==> src/hdl/rk4_second_order_lowpass_core_defines.svh <==
// assertion macros for the rk4 low-pass core
`ifndef RK4_SECOND_ORDER_LOWPASS_CORE_DEFINES_SVH
`define RK4_SECOND_ORDER_LOWPASS_CORE_DEFINES_SVH

`ifndef SYNTH
`define RK4LP_ASSERT_SAME(label, clk, rst_n, ante, cons) \
  label: assert property (@(posedge clk) disable iff (!rst_n) (ante) |-> (cons)) \
    else $error("rk4lp same-cycle check failed");
`define RK4LP_ASSERT_NEXT(label, clk, rst_n, ante, cons) \
  label: assert property (@(posedge clk) disable iff (!rst_n) (ante) |=> (cons)) \
    else $error("rk4lp next-cycle check failed");
`else
`define RK4LP_ASSERT_SAME(label, clk, rst_n, ante, cons)
`define RK4LP_ASSERT_NEXT(label, clk, rst_n, ante, cons)
`endif

`endif

==> src/hdl/rk4lp_pkg.sv <==
// shared types, constants and helpers of the rk4 low-pass core
package rk4lp_pkg;

  localparam int SAMPLE_WIDTH_DEF = 32;
  localparam int FRAC_BITS_DEF    = 16;

  localparam int DERIV_W = 60;
  localparam int SUM_W   = 62;
  localparam int ACC_W   = DERIV_W + 1;
  localparam int KSUM_W  = 63;
  localparam int WIDE_W  = 66;

  localparam int HALF_STEP_SHIFT = 33;
  localparam int STEP_SHIFT      = 32;
  localparam int SUM_SHIFT       = 29;

  localparam int DIV_ROUND     = 24;
  localparam int DIV_PRESHIFT  = 4;
  localparam int DIV_DIGIT_W   = 8;
  localparam int DIV_DIGITS    = 64 / DIV_DIGIT_W;
  localparam int DIV_CNT_W     = $clog2(DIV_DIGITS);
  localparam int RECIP3        = 683;
  localparam int RECIP3_SHIFT  = 11;

  localparam int CFG_IDX_W = 8;

  localparam logic [31:0] STIFFNESS_RESET = 32'd258463498;
  localparam logic [31:0] DAMPING_RESET   = 32'd5761925;
  localparam logic [31:0] GAIN_RESET      = 32'd258463498;
  localparam logic [31:0] TIME_STEP_RESET = 32'd42949673;

  typedef logic signed [63:0] s64_t;
  typedef logic signed [WIDE_W-1:0] wide_t;

  typedef enum logic [CFG_IDX_W-1:0] {
    REG_STIFFNESS = 8'd0,
    REG_DAMPING   = 8'd1,
    REG_GAIN      = 8'd2,
    REG_TIME_STEP = 8'd3
  } cfg_reg_t;

  typedef enum logic [1:0] {
    SH_FRAC,
    SH_HALF_STEP,
    SH_STEP,
    SH_SUM
  } shift_sel_t;

  typedef struct packed {
    logic       start;
    shift_sel_t shift;
    logic       wide;
  } mul_req_t;

  typedef struct packed {
    logic done;
    s64_t res;
  } mul_rsp_t;

  typedef struct packed {
    logic done;
    s64_t quot;
  } div_rsp_t;

  function automatic wide_t sat_wide(wide_t v, int unsigned w);
    wide_t hi;
    wide_t lo;
    hi = (wide_t'(1) <<< (w - 1)) - wide_t'(1);
    lo = -hi - wide_t'(1);
    if (v > hi) begin
      return hi;
    end else if (v < lo) begin
      return lo;
    end
    return v;
  endfunction

endpackage

==> src/hdl/rk4lp_div48.sv <==
// rounded signed divide by 48, one byte digit per cycle
module rk4lp_div48 (
  input  logic                clk,
  input  logic                rst_n,
  input  logic                start,
  input  rk4lp_pkg::s64_t     value,
  output rk4lp_pkg::div_rsp_t rsp
);
  import rk4lp_pkg::*;

  typedef enum logic [2:0] {
    D_IDLE = 3'b001,
    D_RUN  = 3'b010,
    D_FIN  = 3'b100
  } dphase_t;

  dphase_t              ph_r, ph_nxt;
  logic                 neg_r, neg_nxt;
  logic [63:0]          x_r, x_nxt;
  logic [63:0]          quo_r, quo_nxt;
  logic [1:0]           rem_r, rem_nxt;
  logic [DIV_CNT_W-1:0] cnt_r, cnt_nxt;
  logic                 done_r, done_nxt;
  s64_t                 res_r, res_nxt;

  logic [63:0]                mag;
  logic [DIV_DIGIT_W+1:0]     digit;
  logic [2*DIV_DIGIT_W+3:0]   recip_prod;
  logic [DIV_DIGIT_W-1:0]     qd;
  logic [DIV_DIGIT_W+1:0]     rem_full;

  assign mag        = value[63] ? (64'd0 - 64'(value)) : 64'(value);
  assign digit      = {rem_r, x_r[63 -: DIV_DIGIT_W]};
  assign recip_prod = (2 * DIV_DIGIT_W + 4)'(digit) * (2 * DIV_DIGIT_W + 4)'(RECIP3);
  assign qd         = recip_prod[RECIP3_SHIFT +: DIV_DIGIT_W];
  assign rem_full   = digit - (DIV_DIGIT_W + 2)'(qd) * (DIV_DIGIT_W + 2)'(3);

  always_comb begin
    ph_nxt   = ph_r;
    neg_nxt  = neg_r;
    x_nxt    = x_r;
    quo_nxt  = quo_r;
    rem_nxt  = rem_r;
    cnt_nxt  = cnt_r;
    done_nxt = 1'b0;
    res_nxt  = res_r;
    case (ph_r)
      D_IDLE: begin
        if (start) begin
          neg_nxt = value[63];
          x_nxt   = (mag + 64'(DIV_ROUND)) >> DIV_PRESHIFT;
          quo_nxt = '0;
          rem_nxt = '0;
          cnt_nxt = '0;
          ph_nxt  = D_RUN;
        end
      end
      D_RUN: begin
        quo_nxt = {quo_r[63-DIV_DIGIT_W:0], qd};
        rem_nxt = rem_full[1:0];
        x_nxt   = x_r << DIV_DIGIT_W;
        cnt_nxt = cnt_r + 1'b1;
        if (cnt_r == DIV_CNT_W'(DIV_DIGITS - 1)) begin
          ph_nxt = D_FIN;
        end
      end
      D_FIN: begin
        res_nxt  = neg_r ? s64_t'(64'd0 - quo_r) : s64_t'(quo_r);
        done_nxt = 1'b1;
        ph_nxt   = D_IDLE;
      end
      default: begin
        ph_nxt = D_IDLE;
      end
    endcase
  end

  always_ff @(posedge clk) begin
    if (!rst_n) begin
      ph_r   <= D_IDLE;
      done_r <= 1'b0;
    end else begin
      ph_r   <= ph_nxt;
      done_r <= done_nxt;
    end
    neg_r <= neg_nxt;
    x_r   <= x_nxt;
    quo_r <= quo_nxt;
    rem_r <= rem_nxt;
    cnt_r <= cnt_nxt;
    res_r <= res_nxt;
  end

  assign rsp.done = done_r;
  assign rsp.quot = res_r;

endmodule
==> config.mk <==
export PLATFORM = sky130hd
export DESIGN_NAME = rk4lp_div48
export DESIGN_NICKNAME = d
export VERILOG_FILES = /design/src/hdl/rk4_second_order_lowpass_core_defines.svh /design/src/hdl/rk4lp_pkg.sv /design/src/hdl/rk4lp_div48.sv
export SDC_FILE = /design/constraint.sdc
export NUM_CORES = 1
export LEC_CHECK = 0
export ABC_AREA = 1
export BUFFER_PORTS_ARGS = -buffer_cell sky130_fd_sc_hd__buf_2
export CAP_MARGIN = 20
export CORE_MARGIN = 10
export CORE_UTILIZATION = 61
export DETAILED_ROUTE_END_ITERATION = 10
export GPL_TIMING_DRIVEN = 0
export MAX_ROUTING_LAYER = met4
export PLACE_DENSITY = 0.81
export REMOVE_ABC_BUFFERS = 1
export SLEW_MARGIN = 20
export SYNTH_ARGS = -nofsm -noshare
export SYNTH_HDL_FRONTEND = slang
export SYNTH_SLANG_ARGS = --single-unit
==> constraint.sdc <==
create_clock -name clk -period 7.2 [get_ports clk]
set_input_delay 0.72 -clock clk [delete_from_list [all_inputs] [get_ports clk]]
set_output_delay 0.72 -clock clk [all_outputs]
set_load 0.02 [all_outputs]
==> flow_summary.toml <==
[pwr]
peakVddDrop_mv = 0.203
p_per_area_mw_per_mm2 = 220
p_leak_nw = 7.65

[global_routing]
grt-ovfl-total = 0
track_usage = 0.255
antenna_found_initial = 0
grt_pass1_wl_um = 64300
grt_pass1_vias = 13200
grt_max_degree = 74

[die]
ios = 132
die_h_um = 178
core_area_mm2 = 0.0245
die_width_um = 178
num_rows = 57
start_util = 0.623
dieArea_mm2 = 0.0317

[setup_path]
critPathRequiredTime_ns = 7.45
end_kind = "register"
rrSetupSlack_ns = 1.69
cp_max_fo = 4
startpoint_type = "register"
worstSetupPathType = "register to register"
arrival_ns = 5.76

[layout]
final_area_mm2 = 0.0171
layout_commonest_cell = "nand2_1"
fill_cells = 1980
layout.nets = 2301
register_area_mm2 = 0.00603
layout-drive-gt1-share = 0.129
area_delta_synth_final_pct = 11.9
stdcell_count = 2487
final_cell_mix = "579 x nand2_1, 326 x nor2_1, 249 x inv_1"
antenna_cells = 0
multi_input_area_mm2 = 0.00805

[detailed_routing]
first_iter_violations = 1149
via_per_inst = 5.49
wire_per_inst_um = 16.1
dr.pass1.iters = 5
wl_um = 40100
ant_nets = 0
vias = 13700
remaining_drc_errors = 0

[synthesis]
synth-main-ff-cell = "edfxtp_1"
synth_edf_count = 198
synthArstFlopShare = 0
syn_area_per_cell_um2 = 7.56
yosysWarnings = 0
synthesis.instances = 2014
synth.yosys.seq_area_share = 0.396
synth-seq-cells = 202
syn-cell-area_mm2 = 0.0152
synth_cell_types = 48

[cts]
cts_sinks = 202
clkTransAtPathRegs_ns = 0.06
cts_tree = "yes"
clk-insertion-delay-late_ns = 0.50
htree_levels = 1
holdBufCountCts = 0
post_cts_buffers = 0
clock_path_buffers = 3
numCtsBuffers = 21
cts-root-buf = "clkbuf_16"
cts_resized = 0

[place]
dp_cells = 2449
place.gp.congestion = 0.948
portBuffers = 131
hpwl_um = 31800
placed_area_mm2 = 0.0164

[sta]
rsz0062_at_grt = "false"
fin_skew_ns = 0.0244
tightest_slew_ns = 0.910
final_hold_viol_count = 0
min_period_ns = 5.51
drv_slew = 0
setup-violations-final = 0
tns_ns = 0
max-slew-margin-rel = 0.388
timing.final.crit_share = 0.765
fmax_mhz = 182

[outcome]
status = "finished clean"

[worst_hold_path]
hp-class = "primary input to register"

[flow_run]
cap_violations = 0
cell usage after synthesis (5+ instances only):
master / number / area [um^2]
inv_2: 17 / 63.8
fa_1: 21 / 420
xnor2_1: 16 / 140
ha_1: 65 / 813
o21ai_1: 19 / 95.1
nor4_1: 12 / 75.1
nor3_1: 13 / 65.1
buf_4: 6 / 45.0
xor2_1: 80 / 701
inv_1: 249 / 935
clkbuf_1: 23 / 86.3
nand2_1: 580 / 2180
o21ai_0: 54 / 270
buf_2: 7 / 35.0
nor2_1: 326 / 1220
a21oi_1: 31 / 155
nand3b_1: 16 / 120
nand2_2: 24 / 150
o21bai_1: 5 / 37.5
edfxtp_1: 198 / 5950
nor2_4: 17 / 191
nand3_1: 137 / 686
nand3_2: 6 / 60.1
nor2_2: 16 / 100
nand4_1: 35 / 219
stage by stage:
step / power [W] / setup slack [ns] / util / hold slack [ns]
floorplan: 0.00235 / -2.82 / - / 0.422
global placement: 0.00260 / -8.52 / 0.659 / 0.430
detailed placement: 0.00267 / 1.73 / 0.669 / 0.469
CTS: 0.00374 / 1.70 / 0.697 / 0.392
global route: 0.00397 / 1.38 / 0.697 / 0.399
finish: 0.00375 / 1.69 / 0.697 / 0.395
path summary, 6_finish.rpt:
check        startpoint        to  cells past startpoint
max             x_r[61]  rem_r[1]                     25
max reg2reg     x_r[61]  rem_r[1]                     25
min reg2reg     ph_r[1]    done_r                      1
min               rst_n   ph_r[0]                      2
power breakdown:
group / internal (W) / switching (W) / leakage, nW
combinational: 0.000456 / 0.000774 / 5.39
clock: 0.000616 / 0.000461 / 0.336
sequential: 0.00139 / 0.0000515 / 1.92
state kept, by name (all words and copies together), names as in the netlist:
| name | count |
|---|---|
| x_r | 64 |
| rem_r | 2 |
| done_r | 1 |
| cnt_r | 3 |
| neg_r | 1 |
| res_r | 64 |
| ph_r | 3 |
| quo_r | 64 |
worst max-delay path: stages (launching register included):
cell and delay (ns):
edfxtp_1 0.53, ha_1 0.40, ha_1 0.30, inv_1 0.05, fa_1 0.49, inv_1 0.06
fa_1 0.53, inv_1 0.05, fa_1 0.50, inv_1 0.05, ha_1 0.33, nand2_1 0.07
o21a_1 0.17, o21ai_0 0.09, nand3_1 0.11, nand2_1 0.14, xor2_1 0.31, inv_1 0.10
ha_1 0.30, inv_1 0.05, ha_1 0.18, nor2_1 0.13, xnor2_1 0.16, nand2_1 0.08
nand2_1 0.06, nor2_1 0.04
area by class of cell:
cell class | count | share of cell area
Clock inverter | 16 | 0.00902
Timing Repair Buffer | 148 | 0.0517
Clock buffer | 22 | 0.0310
Tap cell | 324 | 0.0238
Multi-Input combinational cell | 1508 | 0.472
Inverter | 267 | 0.0589
Sequential cell | 202 | 0.353
per-layer routing:
| metal | part of all wire | vias to the layer above | routed length (um) | global-route usage |
|---|---|---|---|---|
| met3 | 0.069 | 84 | 2750 | 0.0262 |
| met1 | 0.42 | 6244 | 17000 | 0.322 |
| met5 | 0 | - | 0 | - |
| met4 | 0.026 | 0 | 1050 | 0.0729 |
| met2 | 0.48 | 561 | 19300 | 0.427 |
| li1 | - | 6770 | - | - |
cell families (layout without fill, tap and decap cells):
family,count (synthesis),count (layout),synth area share
AND/OR/NAND/NOR,1199,1199,0.345
buffers and inverters,304,453,0.0770
flip-flops,202,202,0.396
AO/OA/AOI/OAI,127,127,0.0462
XOR/XNOR,96,96,0.0552
adder cells (fa/ha/maj),86,86,0.0810
Note: power is estimated with default switching activity, not from simulation.
